File: src/design/cbmr_pkg.sv
package cbmr_pkg;

   // Item opcodes
   localparam logic [1:0] OP_READ  = 2'd0;
   localparam logic [1:0] OP_WRITE = 2'd1;
   localparam logic [1:0] OP_TICK  = 2'd2;

   // Result targets
   localparam logic [1:0] TGT_NONE = 2'd0;
   localparam logic [1:0] TGT_ROM  = 2'd1;
   localparam logic [1:0] TGT_RAM  = 2'd2;
   localparam logic [1:0] TGT_BUS  = 2'd3;

   // Configuration register indexes
   localparam logic [2:0] CSR_ROM_MASK  = 3'd0;
   localparam logic [2:0] CSR_RAM_MASK  = 3'd1;
   localparam logic [2:0] CSR_RAM_COUNT = 3'd2;
   localparam logic [2:0] CSR_HAS_RTC   = 3'd3;
   localparam logic [2:0] CSR_TICK_THR  = 3'd4;

   // Clock register selects
   localparam logic [3:0] CLK_SEC = 4'd8;
   localparam logic [3:0] CLK_MIN = 4'd9;
   localparam logic [3:0] CLK_HR  = 4'd10;
   localparam logic [3:0] CLK_DL  = 4'd11;
   localparam logic [3:0] CLK_DH  = 4'd12;

   localparam logic [7:0] OPEN_BUS  = 8'hFF;
   localparam logic [7:0] DH_MASK   = 8'hC1;
   localparam logic [7:0] DH_RESET  = 8'h40;
   localparam int         HALT_BIT  = 6;
   localparam int         CARRY_BIT = 7;

   localparam logic [6:0] SEC_LIMIT = 7'd60;
   localparam logic [5:0] HR_LIMIT  = 6'd24;

   typedef struct packed {
      logic [6:0]  rom_bank_mask;
      logic [2:0]  ram_sel_mask;
      logic [4:0]  ram_bank_count;
      logic        has_rtc;
      logic [15:0] tick_threshold;
   } cfg_type;

   typedef struct packed {
      logic [7:0] dh;
      logic [7:0] dl;
      logic [4:0] hr;
      logic [5:0] mn;
      logic [5:0] sc;
   } time_type;

   typedef struct packed {
      logic       tick;
      logic       latch;
      logic       wr;
      logic [7:0] data;
   } rtc_cmd_type;

   typedef struct packed {
      logic [1:0]  target;
      logic [20:0] mem_addr;
      logic        mem_write;
      logic [7:0]  read_data;
   } rsp_type;

endpackage

File: src/design/cartridge_bank_mapper_rtc_core.sv
// Path: a word accepted on req is held in the input register, then in the result register
// that drives rsp; decode, bank update and clock step finish in a single pass between the two.
// Throughput: one word per cycle while rsp is not stalled.
// A stalled rsp holds its word while the input register still takes one more req word.
// Reset (synchronous, active high): RAM off, ROM bank 1, RAM bank 0, RAM mode, clock select
// seconds, clock zeroed and halted, configuration back to its defaults. No clearing pass.
module cartridge_bank_mapper_rtc_core import cbmr_pkg::*; (
   input  logic        clock,
   input  logic        reset,
   // request channel
   input  logic        req_valid,
   output logic        req_ready,
   input  logic [1:0]  req_opcode,
   input  logic [15:0] req_address,
   input  logic [7:0]  req_write_data,
   // response channel
   output logic        rsp_valid,
   input  logic        rsp_ready,
   output logic [1:0]  rsp_target,
   output logic [20:0] rsp_mem_addr,
   output logic        rsp_mem_write,
   output logic [7:0]  rsp_read_data,
   // configuration write port
   input  logic        csr_we,
   input  logic [2:0]  csr_index,
   input  logic [15:0] csr_wdata
);

   // Configuration registers
   cfg_type cfg_ff, cfg_in;

   always_comb begin
      cfg_in = cfg_ff;
      if (csr_we) begin
         unique case (csr_index)
            CSR_ROM_MASK:  cfg_in.rom_bank_mask  = csr_wdata[6:0];
            CSR_RAM_MASK:  cfg_in.ram_sel_mask   = csr_wdata[2:0];
            CSR_RAM_COUNT: cfg_in.ram_bank_count = csr_wdata[4:0];
            CSR_HAS_RTC:   cfg_in.has_rtc        = csr_wdata[0];
            CSR_TICK_THR:  cfg_in.tick_threshold = csr_wdata;
            default: ;     // indexes past the list are dropped
         endcase
      end
   end

   always_ff @(posedge clock) begin
      if (reset) begin
         cfg_ff <= '{rom_bank_mask:  7'd127,
                     ram_sel_mask:   3'd3,
                     ram_bank_count: 5'd4,
                     has_rtc:        1'b1,
                     tick_threshold: 16'd1000};
      end else begin
         cfg_ff <= cfg_in;
      end
   end

   // Input register: hold one req word until the pass below can run on it
   logic        s1_valid_ff;
   logic [1:0]  s1_opcode_ff;
   logic [15:0] s1_address_ff;
   logic [7:0]  s1_write_data_ff;
   logic        s1_adv;
   logic        req_fire;

   // Result register
   logic        rsp_valid_ff;
   rsp_type     rsp_ff;
   rsp_type     result;

   // Advance the word in the input register whenever the result slot is free or draining
   assign s1_adv    = s1_valid_ff && (!rsp_valid_ff || rsp_ready);
   assign req_ready = !s1_valid_ff || s1_adv;
   assign req_fire  = req_valid && req_ready;

   always_ff @(posedge clock) begin
      if (reset) begin
         s1_valid_ff <= 1'b0;
      end else if (req_fire) begin
         s1_valid_ff <= 1'b1;
      end else if (s1_adv) begin
         s1_valid_ff <= 1'b0;
      end
   end

   always_ff @(posedge clock) begin
      if (req_fire) begin
         s1_opcode_ff     <= req_opcode;
         s1_address_ff    <= req_address;
         s1_write_data_ff <= req_write_data;
      end
   end

   // Bank mapping and clock: state commits only when the word moves on
   rtc_cmd_type rtc_cmd;
   logic [3:0]  clock_reg_sel;
   logic [7:0]  rtc_rd_data;

   cbmr_map u_map (
      .clock         (clock),
      .reset         (reset),
      .fire          (s1_adv),
      .opcode        (s1_opcode_ff),
      .address       (s1_address_ff),
      .write_data    (s1_write_data_ff),
      .cfg           (cfg_ff),
      .rtc_rd_data   (rtc_rd_data),
      .rtc_cmd       (rtc_cmd),
      .clock_reg_sel (clock_reg_sel),
      .result        (result)
   );

   cbmr_rtc u_rtc (
      .clock          (clock),
      .reset          (reset),
      .cmd            (rtc_cmd),
      .reg_sel        (clock_reg_sel),
      .tick_threshold (cfg_ff.tick_threshold),
      .rd_data        (rtc_rd_data)
   );

   // Load the result register on advance; drop valid once the word is taken
   always_ff @(posedge clock) begin
      if (reset) begin
         rsp_valid_ff <= 1'b0;
      end else if (s1_adv) begin
         rsp_valid_ff <= 1'b1;
      end else if (rsp_ready) begin
         rsp_valid_ff <= 1'b0;
      end
   end

   always_ff @(posedge clock) begin
      if (s1_adv) rsp_ff <= result;
   end

   assign rsp_valid     = rsp_valid_ff;
   assign rsp_target    = rsp_ff.target;
   assign rsp_mem_addr  = rsp_ff.mem_addr;
   assign rsp_mem_write = rsp_ff.mem_write;
   assign rsp_read_data = rsp_ff.read_data;

`ifndef ASSERT_OFF
   a_accept_loads: assert property (@(posedge clock) disable iff (reset)
      req_valid && req_ready |=> s1_valid_ff)
      else $error("accepted req word missing from input register");

   a_adv_gives_rsp: assert property (@(posedge clock) disable iff (reset)
      s1_adv |=> rsp_valid_ff)
      else $error("advanced word did not reach the result register");

   a_write_is_ram: assert property (@(posedge clock) disable iff (reset)
      rsp_valid && rsp_mem_write |-> rsp_target == TGT_RAM && rsp_mem_addr[20:16] == 5'd0)
      else $error("memory write outside RAM target");
`endif

endmodule

File: src/design/cbmr_rtc.sv
module cbmr_rtc import cbmr_pkg::*; (
   input  logic        clock,
   input  logic        reset,
   input  rtc_cmd_type cmd,
   input  logic [3:0]  reg_sel,
   input  logic [15:0] tick_threshold,
   output logic [7:0]  rd_data
);

   time_type    live_ff, live_in;
   time_type    latch_ff, latch_in;
   logic [15:0] sub_ff, sub_in;
   time_type    adv;

   // Carry one second through the time fields
   always_comb begin
      logic [6:0] sec_inc;
      logic [6:0] min_inc;
      logic [5:0] hr_inc;
      logic [9:0] day_inc;
      sec_inc = {1'b0, live_ff.sc} + 7'd1;
      min_inc = {1'b0, live_ff.mn} + 7'd1;
      hr_inc  = {1'b0, live_ff.hr} + 6'd1;
      day_inc = {1'b0, live_ff.dh[0], live_ff.dl} + 10'd1;
      adv = live_ff;
      if (sec_inc < SEC_LIMIT) begin
         adv.sc = sec_inc[5:0];
      end else begin
         adv.sc = 6'(sec_inc - SEC_LIMIT);
         if (min_inc < SEC_LIMIT) begin
            adv.mn = min_inc[5:0];
         end else begin
            adv.mn = 6'(min_inc - SEC_LIMIT);
            if (hr_inc < HR_LIMIT) begin
               adv.hr = hr_inc[4:0];
            end else begin
               adv.hr = 5'(hr_inc - HR_LIMIT);
               if (day_inc[9]) begin
                  adv.dl = 8'd0;
                  adv.dh[0] = 1'b0;
                  adv.dh[CARRY_BIT] = 1'b1;
               end else begin
                  adv.dl = day_inc[7:0];
                  adv.dh[0] = day_inc[8];
               end
            end
         end
      end
   end

   always_comb begin
      logic [15:0] th;
      logic [15:0] sub_inc;
      logic [7:0]  dh_w;
      th      = (tick_threshold == 16'd0) ? 16'd1 : tick_threshold;
      sub_inc = sub_ff + 16'd1;
      dh_w    = cmd.data & DH_MASK;
      live_in  = live_ff;
      latch_in = latch_ff;
      sub_in   = sub_ff;
      if (cmd.tick && !live_ff.dh[HALT_BIT]) begin
         if (sub_inc >= th) begin
            sub_in  = 16'd0;
            live_in = adv;
         end else begin
            sub_in = sub_inc;
         end
      end
      if (cmd.wr) begin
         unique case (reg_sel)
            CLK_SEC: begin
               live_in.sc  = cmd.data[5:0];
               latch_in.sc = cmd.data[5:0];
            end
            CLK_MIN: begin
               live_in.mn  = cmd.data[5:0];
               latch_in.mn = cmd.data[5:0];
            end
            CLK_HR: begin
               live_in.hr  = cmd.data[4:0];
               latch_in.hr = cmd.data[4:0];
            end
            CLK_DL: begin
               live_in.dl  = cmd.data;
               latch_in.dl = cmd.data;
            end
            CLK_DH: begin
               // restart the sub-second count when halt toggles
               if (dh_w[HALT_BIT] != live_ff.dh[HALT_BIT]) sub_in = 16'd0;
               live_in.dh  = dh_w;
               latch_in.dh = dh_w;
            end
            default: ;
         endcase
      end
      if (cmd.latch) latch_in = live_ff;
   end

   always_comb begin
      unique case (reg_sel)
         CLK_SEC: rd_data = {2'b00, latch_ff.sc};
         CLK_MIN: rd_data = {2'b00, latch_ff.mn};
         CLK_HR:  rd_data = {3'b000, latch_ff.hr};
         CLK_DL:  rd_data = latch_ff.dl;
         CLK_DH:  rd_data = latch_ff.dh;
         default: rd_data = OPEN_BUS;
      endcase
   end

   always_ff @(posedge clock) begin
      if (reset) begin
         live_ff  <= '{dh: DH_RESET, default: '0};
         latch_ff <= '{dh: DH_RESET, default: '0};
         sub_ff   <= 16'd0;
      end else begin
         live_ff  <= live_in;
         latch_ff <= latch_in;
         sub_ff   <= sub_in;
      end
   end

endmodule

File: src/design/cbmr_map.sv
module cbmr_map import cbmr_pkg::*; (
   input  logic        clock,
   input  logic        reset,
   input  logic        fire,
   input  logic [1:0]  opcode,
   input  logic [15:0] address,
   input  logic [7:0]  write_data,
   input  cfg_type     cfg,
   input  logic [7:0]  rtc_rd_data,
   output rtc_cmd_type rtc_cmd,
   output logic [3:0]  clock_reg_sel,
   output rsp_type     result
);

   logic       ram_on_ff, ram_on_in;
   logic [6:0] rom_bank_ff, rom_bank_in;
   logic [2:0] ram_bank_ff, ram_bank_in;
   logic       clock_mode_ff, clock_mode_in;
   logic [3:0] clk_sel_ff, clk_sel_in;

   assign clock_reg_sel = clk_sel_ff;

   always_comb begin
      logic       in_ram_win;
      logic       present;
      logic [6:0] rom_v;
      in_ram_win = (address[15:13] == 3'b101);
      present    = ({2'b00, ram_bank_ff} < cfg.ram_bank_count);
      rom_v      = (write_data[6:0] == 7'd0) ? 7'd1 : write_data[6:0];

      ram_on_in     = ram_on_ff;
      rom_bank_in   = rom_bank_ff;
      ram_bank_in   = ram_bank_ff;
      clock_mode_in = clock_mode_ff;
      clk_sel_in    = clk_sel_ff;
      rtc_cmd       = '{data: write_data, default: 1'b0};
      result        = '0;

      case (opcode)
         OP_READ: begin
            if (address[15:14] == 2'b00) begin
               result.target   = TGT_ROM;
               result.mem_addr = {5'd0, address};
            end else if (address[15:14] == 2'b01) begin
               result.target   = TGT_ROM;
               result.mem_addr = {rom_bank_ff, address[13:0]};
            end else if (in_ram_win) begin
               if (ram_on_ff && !clock_mode_ff && present) begin
                  result.target   = TGT_RAM;
                  result.mem_addr = {5'd0, ram_bank_ff, address[12:0]};
               end else begin
                  result.target    = TGT_BUS;
                  result.read_data = (ram_on_ff && clock_mode_ff && cfg.has_rtc) ?
                                     rtc_rd_data : OPEN_BUS;
               end
            end
         end
         OP_WRITE: begin
            unique case (address[15:13])
               3'b000: ram_on_in = (write_data[3:0] == 4'hA);
               3'b001: rom_bank_in = rom_v & cfg.rom_bank_mask;
               3'b010: begin
                  if (write_data < 8'd8) begin
                     clock_mode_in = 1'b0;
                     ram_bank_in   = write_data[2:0] & cfg.ram_sel_mask;
                  end else if (write_data <= {4'd0, CLK_DH}) begin
                     clock_mode_in = 1'b1;
                     clk_sel_in    = write_data[3:0];
                  end
               end
               3'b011: rtc_cmd.latch = fire && cfg.has_rtc;
               3'b101: begin
                  if (ram_on_ff) begin
                     if (clock_mode_ff) begin
                        rtc_cmd.wr = fire;
                     end else if (present) begin
                        result.target    = TGT_RAM;
                        result.mem_write = 1'b1;
                        result.mem_addr  = {5'd0, ram_bank_ff, address[12:0]};
                     end
                  end
               end
               default: ;
            endcase
         end
         OP_TICK: rtc_cmd.tick = fire;
         default: ;
      endcase
   end

   always_ff @(posedge clock) begin
      if (reset) begin
         ram_on_ff     <= 1'b0;
         rom_bank_ff   <= 7'd1;
         ram_bank_ff   <= 3'd0;
         clock_mode_ff <= 1'b0;
         clk_sel_ff    <= CLK_SEC;
      end else if (fire) begin
         ram_on_ff     <= ram_on_in;
         rom_bank_ff   <= rom_bank_in;
         ram_bank_ff   <= ram_bank_in;
         clock_mode_ff <= clock_mode_in;
         clk_sel_ff    <= clk_sel_in;
      end
   end

endmodule
File: config.mk
export PLATFORM = sky130hd
export DESIGN_NAME = cartridge_bank_mapper_rtc_core
export DESIGN_NICKNAME = d
export VERILOG_FILES = /design/src/design/cbmr_pkg.sv /design/src/design/cartridge_bank_mapper_rtc_core.sv /design/src/design/cbmr_rtc.sv /design/src/design/cbmr_map.sv
export SDC_FILE = /design/constraint.sdc
export NUM_CORES = 1
export LEC_CHECK = 0
export BUFFER_PORTS_ARGS = -buffer_cell sky130_fd_sc_hd__buf_4
export CAP_MARGIN = 20
export CORE_ASPECT_RATIO = 1.1
export CORE_UTILIZATION = 62
export DETAILED_ROUTE_END_ITERATION = 16
export PLACE_DENSITY_LB_ADDON = 0.08
export SLEW_MARGIN = 5
export SYNTH_ARGS = -nofsm -noshare
export SYNTH_HDL_FRONTEND = slang
export SYNTH_SLANG_ARGS = --single-unit
File: constraint.sdc
create_clock -name clock -period 7.55 [get_ports clock]
set_input_delay 0.755 -clock clock [delete_from_list [all_inputs] [get_ports clock]]
set_output_delay 0.755 -clock clock [all_outputs]
set_load 0.02 [all_outputs]
**Word-level counts from Yosys, hierarchy flattened**

Cells that the tools add are included.

- Register bits after elaboration: 190
- Bits of input ports: 50
- Output and inout port bits: 34
- Word-level logic and storage cells: 173

- Add/sub/neg operators: 8
- Magnitude comparators: 7
- Eq/ne operators: 18
- Multiplexer cells: 57
- Bitwise gates (word level): 7
- Reduce and logical (&&, ||, !) cells: 46

Operator list:

| kind | count |
|---|---|
| $mux 33 | 5 |
| $mux 16 | 7 |
| $mux 24 | 4 |
| $mux 23 | 3 |
| $pmux 23 s2 | 1 |
| $mux 8 | 5 |
| $pmux 8 s5 | 1 |
| $mux 6 | 6 |
| $eq 4x4->1 const B | 6 |
| $mux 20 | 1 |
| $reduce_and 2->1 | 10 |
| $mux 9 | 2 |
| $reduce_bool 2->1 | 9 |
| $add 16x1->16 const B | 1 |
| $ge 16x16->1 | 1 |
| $logic_not 16->1 | 1 |
| $mux 1 | 16 |
| $mux 5 | 3 |
| $add 6x1->7 const B | 2 |
| $lt 7x6->1 const B | 2 |
| $mux 14 | 1 |
| $eq 3x2->1 const B | 4 |
| $sub 6x6->6 const B | 2 |
| $add 9x1->10 const B | 1 |
| 27 further kinds | 49 |

**Depth between registers and ports, before layout**

Gate-level depths: netlist (run 1).

- Word-level depth: 9
- Gate-level depth with buffers: 15
- Gate-level depth less buffers: 13

**Hierarchy**

Synthesis (run 1) repeated with hierarchy kept, for this count alone.

- Cells, all modules: 1,085
- Area, all modules: 9,761.9 µm²

By module, submodules not included:

| module | instances | cells an instance | area each (µm²) | seq. area each (µm²) |
|---|---|---|---|---|
| cbmr_rtc | 1 | 709 | 5,276.3 | 1,441.4 |
| cartridge_bank_mapper_rtc_core | 1 | 200 | 3,174.3 | 2,422.3 |
| cbmr_map | 1 | 176 | 1,311.3 | 320.3 |

**Least setup slack after synthesis (run 1)**

No wires, ideal clock.

- Path kind: in2reg
- From: input rsp_ready
- To: register u_rtc.sub_ff[10]
- Library setup time: 0.060 ns
- Data arrival time: 3.617 ns
- Data required time: 7.490 ns
- Path slack: 3.873 ns
- Cell stages on the path: 5
- Buffers on the path: 0
- Cell sequence: nor2b_1 nor2_1 nand3_1 nor4_2 a22o_1

- Longest elaborated chain between the ends: 8
- Elaborated cells on any way between the ends: 12
- Classes of those cells: mux: 9; reduce/logical: 3

Ends and longest elaborated chain:

| item | line | source |
|---|---|---|
| start, declared | cartridge_bank_mapper_rtc_core.sv:18 | `input logic rsp_ready,` |
| $logic_or 1x1->1 * | cartridge_bank_mapper_rtc_core.sv:72 | `assign s1_adv = s1_valid_ff && (!rsp_valid_ff \|\| rsp_ready);` |
| $logic_and 1x1->1 * | cartridge_bank_mapper_rtc_core.sv:72 |  |
| via s1_adv | cartridge_bank_mapper_rtc_core.sv:63 | `logic s1_adv;` |
| $mux 1 | cbmr_map.sv:39 | `case (opcode)` |
| $logic_and 1x1->1 | cbmr_rtc.sv:61 | `if (cmd.tick && !live_ff.dh[HALT_BIT]) begin` |
| $mux 16 | cbmr_rtc.sv:61 |  |
| $mux 16 | cbmr_rtc.sv:89 | `if (dh_w[HALT_BIT] != live_ff.dh[HALT_BIT]) sub_in = 16'd0;` |
| $mux 16 | cbmr_rtc.sv:70 | `unique case (reg_sel)` |
| $mux 16 * | cbmr_rtc.sv:69 | `if (cmd.wr) begin` |
| end signal, assigned | cbmr_rtc.sv:118 | `sub_ff <= sub_in;` |
| end, declared | cbmr_rtc.sv:12 | `logic [15:0] sub_ff, sub_in;` |

The timed path passes the listed nets; every way through them passes the cells marked *.
A chain may end at the register's enable or synchronous reset.

**Final worst setup path (run 1)**

- From: register u_rtc.sub_ff[2]
- To: register u_rtc.live_ff[18] (netlist bit)

- Longest elaborated chain between the ends: 6

Ends and longest elaborated chain:

| item | line | source |
|---|---|---|
| $add 16x1->16 * | cbmr_rtc.sv:56 | `sub_inc = sub_ff + 16'd1;` |
| $ge 16x16->1 * | cbmr_rtc.sv:62 | `if (sub_inc >= th) begin` |
| $mux 33 * | cbmr_rtc.sv:62 |  |
| $mux 33 * | cbmr_rtc.sv:61 |  |
| $mux 8 | cbmr_rtc.sv:70 |  |
| $mux 33 * | cbmr_rtc.sv:69 |  |
| end signal, assigned | cbmr_rtc.sv:116 | `live_ff <= live_in;` |
| end, declared | cbmr_rtc.sv:10 | `time_type live_ff, live_in;` |

Mark *: on every way between the ends. The rest lies on a longest branch, timed or not.

==> results of run 1 <==
[cell type report]
cell class,instances,area share [%]
Clock buffer,19,4.42
Tap cell,188,2.29
Multi-Input combinational cell,724,43.4
Sequential cell,180,40.7
Inverter,31,1.13
Timing Repair Buffer,88,6.70
Clock inverter,13,1.33
[through the flow]
stage,area (um^2),setup slack [ps]
4_1_cts,10200,3490
3_5_place_dp,9630,3550
3_3_place_gp,9630,3680
5_1_grt,10300,3080
6_report,10300,3450
2_1_floorplan,9040,3870
[worst min-delay path, cell delays in order (launching register included)]
cell and delay, ps:
dfxtp_1 310, nand2_1 50, a21oi_1 50
[placed cells by master, fill, tap and decap left out, drive strengths merged, types with 17 or more instances in the layout]
cell type	instances
nand2	143
edfxtp	58
a21oi	50
and3	22
a311oi	28
a31oi	18
nor2b	21
nand3	62
ha	25
nor2	84
clkbuf	19
dfxtp	122
buf	88
mux2i	17
o21ai	36
inv	42
[registers in the layout, indices dropped and copies added, names as in the netlist, 2 cells and up]
register / cells
u_map.ram_bank_ff: 3
s1_address_ff: 16
s1_write_data_ff: 8
u_map.rom_bank_ff: 7
u_rtc.live_ff: 27
rsp_mem_addr: 21
rsp_read_data: 8
u_map.clock_reg_sel: 4
u_rtc.latch_ff: 28
cfg_ff: 32
s1_opcode_ff: 2
rsp_target: 2
u_rtc.sub_ff: 16
[metal layers]
metal  GRT usage (%)  vias up  wire, um
met5               0        -         0
met4            13.1        0       519
met3            5.04       55      1330
met2            53.3      302     11400
met1            40.3     3780      9480
li1                -     3773         -
[power groups by stage]
| stage | clock, mW | combinational (mW) | sequential [mW] |
|---|---|---|---|
| 2_1_floorplan | 0 | 0.0462 | 1.06 |
| 3_3_place_gp | 0 | 0.0901 | 1.06 |
| 3_5_place_dp | 0 | 0.0913 | 1.06 |
| 4_1_cts | 0.904 | 0.0920 | 1.04 |
| 5_1_grt | 0.944 | 0.101 | 1.04 |
| 6_report | 0.901 | 0.0932 | 1.04 |
[path summary, 6_finish.rpt]
path | startpoint | end | slack, ps | cells after the start
max | u_rtc.sub_ff[2] | u_rtc.live_ff[18] | 3450 | 11
min | u_map.rom_bank_ff[2] | u_map.rom_bank_ff[2] | 450 | 2
max reg2reg | u_rtc.sub_ff[2] | u_rtc.live_ff[18] | 3450 | 11
min reg2reg | u_map.rom_bank_ff[2] | u_map.rom_bank_ff[2] | 450 | 2
[kinds of logic after synthesis]
group           after synthesis  synth area share (%)
buf+inv                     101                  4.43
mux                          23                  2.63
fa+ha+maj                    25                  3.46
flops                       180                  46.3
simple gates                421                  22.7
compound gates              229                  18.0
xor+xnor                     26                  2.52
==> flow_metrics.tcl, run 1 <==
set metrics [dict create \
    power.switching_fraction_pct 24.0 \
    multi_input_area_um2 4460 \
    postRouteAntennaNets 0 \
    slew_viol_final 0 \
    rows 45 \
    ir_drop_uv 166 \
    finClkSkew_ps 7.41 \
    drive_gt1_share_pct 13.2 \
    synth.avg_cell_area_um2 8.99 \
    cts_resized 0 \
    synthFlopType "dfxtp_1" \
    dp.cells 1208 \
    tightestPinTransition_ps 992 \
    powerDensity_nw_per_um2 198 \
    setup_tns_ps 0 \
    ctsHtreeMaxLevel 4 \
    grt_util_all_layers_pct 31.6 \
    leakage_nw 3.82 \
    cts-root-buf "clkbuf_16" \
    core-area_um2 14000 \
    hold_viol_final 0 \
    ctsHoldBuffers 0 \
    crit_path_start_kind "flip-flop" \
    synth_top_area_share_pct 27.0 \
    seq_power_share_pct 51.2 \
    cts_sinks 180 \
    cts_buffer_depth 2 \
    drtIter0Drc 794 \
    synth-seq-cells 180 \
    min_period_ps 4100 \
    yosys.cell_count.top_type "nand2_1" \
    seq_area_frac_synth_pct 46.3 \
    die_h_um 129 \
    first_pass_iters 8 \
    final_cell_count_no_fill 1243 \
    grt_pass1_wl_um 36500 \
    dieArea_um2 15100 \
    yosysUniqueCellTypes 69 \
    cp_top_family "simple AND/OR/NAND/NOR gates" \
    post-cts-setup-buffers 0 \
    yosys-top-cells-count "nand2_1 (143), dfxtp_1 (122), nor2_1 (84)" \
    drc_errors 0 \
    clock.fmax_mhz 244 \
    dp_hpwl_um 15400 \
    post-route-period-util_pct 54.3 \
    grt_max_degree 81 \
    critical_path_class "reg2reg" \
    relSlewSlack_pct 33.7 \
    cts_tree "yes" \
    grt_pass1_vias 7314 \
    synth_nets 1080 \
    final_nets 1117 \
    combPwrFrac_pct 4.6 \
    start_util_pct 64.5 \
    power_mw 2.03 \
    synth_area_um2 9040 \
    numPortBuffers 83 \
    postSynthCellCount 1005 \
    wl_per_cell_um 18.3 \
    setup_violations 0 \
    path_max_fanout 16 \
    crit_path_cell_trace "nand3_1 -> nor4_1 -> nand3_1 -> xnor2_1 -> ha_1 -> nand2_1 -> o211ai_1 -> and4_1 -> nand3_2 -> or4b_1 -> a311oi_1" \
    ys_top_cells_by_area "dfxtp_1 (27%), edfxtp_1 (19%), nand2_1 (5.9%)" \
    hp-class "reg2reg" \
    p_clk_share_pct 44.3 \
    antenna_cells 0 \
    cp_common_cell "nand3_1" \
    post-route-util_pct 73.3 \
    whs_ps 448 \
    intPower_mw 1.55 \
    critPathRequiredTime_ps 7890 \
    status "finished, final reports clean" \
    antenna_found_initial 0 \
    seq_area_um2 4180 \
    clock_latency_ps 440 \
    arrival_ps 4440 \
    num_vias 7910 \
    cts_buffers 17 \
    synth_edf_count 58 \
    synth_largest_area_cell "dfxtp_1" \
    maxCapViolCount 0 \
    slowest_delay_ps 700 \
    clk_pin_slew_ps 70 \
    cp-end-kind "flip-flop" \
    fillers 1068 \
    slowest_stage "nor4_1" \
    cp_num_buf_inv 0 \
    synthToLayoutAreaGrowth_pct 13.7 \
    rsz0062_at_grt "false" \
    chipWidth_um 117 \
    switchingPower_mw 0.487 \
    globalRouteOverflowTotal 0 \
    via_per_inst 6.36 \
    async_reset_ff_share_pct 0 \
    yosysWarnings 0 \
    wirelength_um 22800 \
    io-pin-count 84 \
    place.gp.congestion 0.923 \
]
No activity file was read; power rests on OpenSTA's default activity.
==> inputs of run 2 (changes only) <==
Settings changed: ABC_AREA set to 1, CORE_UTILIZATION 62 to 60.
Clock period 7.55 ns to 3.9 ns, I/O delays scaled along.
==> run 2 against run 1 <==
Net effect:
- maximum frequency increased by 19%
- utilization is 2.2 points lower
- setup slack lost 3000 ps
- clock skew increased by 4.4 ps
==> flow_metrics.tcl, run 2 <==
set metrics [dict create \
    dp_hpwl_um 15100 \
    finClkSkew_ps 11.8 \
    placed_area_um2 9630 \
    leakage_nw 4.56 \
    clock_latency_ps 440 \
    seq_area_frac_synth_pct 47.3 \
    regMostFlops "cfg_ff" \
    chipWidth_um 118 \
    powerDensity_nw_per_um2 380 \
    critical_path_class "reg2reg" \
    seq_power_share_pct 51.9 \
    hp-class "in2reg" \
    status "finished, final reports clean" \
    yosysUniqueCellTypes 45 \
    slowest_stage "dfxtp_1" \
    ys_top_cells_by_area "dfxtp_1 (28%), edfxtp_1 (20%), nand2_1 (12%)" \
    cts_sinks 180 \
    place.gp.congestion 0.923 \
    min_period_ps 3450 \
    crit_path_cell_trace "ha_1 -> nand2_1 -> nor2_1 -> nand3_1 -> nor2_1 -> nand2_1 -> nor2_1 -> nand3_1 -> xnor2_1 -> ha_1 -> nand2_1 -> nor3_1 -> nand2_1 -> nand3_2 -> nand2_2 -> nor2_4 -> inv_1 -> nand2_1 -> nand3_1 -> nand2_1 -> inv_1" \
    final_common_cell "nand2_1" \
    slowest_delay_ps 400 \
    relSlewSlack_pct 52.2 \
    synth.avg_cell_area_um2 7.71 \
    yosys.cell_count.top_type "nand2_1" \
    cts_buffers 17 \
    cts_resized 0 \
    ctsHoldBuffers 0 \
    synth_largest_area_cell "dfxtp_1" \
    critPathRequiredTime_ps 4240 \
    post-route-period-util_pct 88.4 \
    path_max_fanout 11 \
    power.switching_fraction_pct 23.6 \
    via_per_inst 5.43 \
    drive_gt1_share_pct 12.0 \
    whs_path_depth 1 \
    synth_area_um2 8850 \
    synth_top_area_share_pct 27.6 \
    synth-seq-cells 180 \
    clock.fmax_mhz 290 \
    largest_reg_flops 32 \
    setup_tns_ps 0 \
    yosysWarnings 0 \
    ir_drop_uv 336 \
    grt_max_degree 44 \
    io-pin-count 84 \
    clk_pin_slew_ps 70 \
    cts_tree "yes" \
    wl_per_cell_um 14.5 \
    dieArea_um2 15200 \
    postRouteAntennaNets 0 \
    ctsHtreeMaxLevel 4 \
    synthFlopType "dfxtp_1" \
    final_cell_mix "nand2_1 (273), inv_1 (179), dfxtp_1 (122)" \
    final_nets 1302 \
    cp-end-kind "flip-flop" \
    arrival_ps 3790 \
    yosys-top-cells-count "nand2_1 (273), inv_1 (179), dfxtp_1 (122)" \
    reg2regPathDepth 21 \
    p_clk_share_pct 42.5 \
    cp-startpoint "u_rtc.sub_ff[0]" \
    reg2reg_to "u_rtc.live_ff[17]" \
    die_h_um 129 \
    antenna_cells 0 \
    rows 46 \
    r2r_slack_ps 450 \
    reg2reg_from "u_rtc.sub_ff[0]" \
    drtIter0Drc 735 \
    power_mw 3.88 \
    maxCapViolCount 0 \
    num_vias 7775 \
    synth_edf_count 58 \
    numPortBuffers 83 \
    endpoint "u_rtc.live_ff[17]" \
    whs_ps 122 \
    synth_nets 1223 \
    crit_path_start_kind "flip-flop" \
    fillers 1182 \
    cp_common_cell "nand2_1" \
    switchingPower_mw 0.918 \
    async_reset_ff_share_pct 0 \
    synthToLayoutAreaGrowth_pct 15.6 \
    wirelength_um 20700 \
    start_util_pct 61.5 \
    globalRouteOverflowTotal 0 \
    grt_pass1_vias 6886 \
    combPwrFrac_pct 5.6 \
    first_pass_iters 7 \
    drc_errors 0 \
    core-area_um2 14400 \
    rsz0062_at_grt "false" \
    slew_viol_final 0 \
    post-cts-setup-buffers 0 \
    cts-root-buf "clkbuf_16" \
    tightestPinTransition_ps 710 \
    intPower_mw 2.97 \
    hold_viol_final 0 \
    cts_buffer_depth 2 \
    setup_violations 0 \
    antenna_found_initial 0 \
    hp-start "req_write_data[2]" \
    grt_util_all_layers_pct 27.9 \
    postSynthCellCount 1148 \
    reg.largest.list "cfg_ff x32, u_rtc.latch_ff x28, u_rtc.live_ff x27" \
    grt_pass1_wl_um 33600 \
    final_cell_area_um2 10200 \
]
-- run 2: how the worst min path moves through the flow --
stage	slack, ps	endpoint
3_3_place_gp	440	cfg_ff[26]
4_1_cts	110	s1_write_data_ff[2]
6_report	120	s1_write_data_ff[2]
2_1_floorplan	430	cfg_ff[26]
3_5_place_dp	460	cfg_ff[30]
5_1_grt	110	s1_write_data_ff[6]
-- run 2: cells by family (layout without fill, tap and decap cells) --
group	after synthesis	count (layout)	share of synthesized area, %
buffers and inverters	216	308	9.28
adders and majority gates	25	25	3.53
DFF	180	180	47.3
and+or+nand+nor	497	497	24.8
AOI/OAI and AO/OA	212	212	13.4
xor gates and xnor gates	18	18	1.78
-- run 2: power groups by stage --
| stage | Clock [mW] | Combinational (mW) | Sequential, mW |
|---|---|---|---|
| after floorplan | 0 | 0.0949 | 2.07 |
| after global placement | 0 | 0.210 | 2.05 |
| after detailed placement | 0 | 0.214 | 2.06 |
| after CTS | 1.67 | 0.214 | 2.01 |
| after global routing | 1.74 | 0.238 | 2.02 |
| final | 1.65 | 0.218 | 2.01 |
-- run 2: cell type report --
type | instances | area (um^2) | area share, %
Timing Repair Buffer | 89 | 688 | 6.73
Clock inverter | 10 | 86.3 | 0.844
Sequential cell | 180 | 4180 | 40.9
Clock buffer | 22 | 484 | 4.73
Tap cell | 192 | 240 | 2.35
Multi-Input combinational cell | 752 | 3850 | 37.6
Inverter | 187 | 702 | 6.86
-- run 2: critical path: cells and delay by family, from the launching register on --
| family | cells | cell delay [ps] |
|---|---|---|
| xor+xnor | 1 | 160 |
| fa+ha+maj | 2 | 490 |
| buf+inv | 2 | 160 |
| flops | 1 | 400 |
| simple gates | 16 | 2140 |
-- run 2: metrics by stage --
stage	util, %	instances	setup WS (ps)
floorplan	-	1148	937
global placement	67.0	1399	578
detailed placement	67.0	1399	466
CTS	70.9	1431	465
global route	71.1	1432	64.5
finish	71.1	1432	454
-- run 2: metal layers --
metal	part of all wire (%)	global-route usage, %	vias to the layer above
met5	0	0	-
met4	2.1	9.95	0
met3	5.6	4.75	34
met2	48	47.5	261
met1	44	36.0	3554
li1	-	-	3926
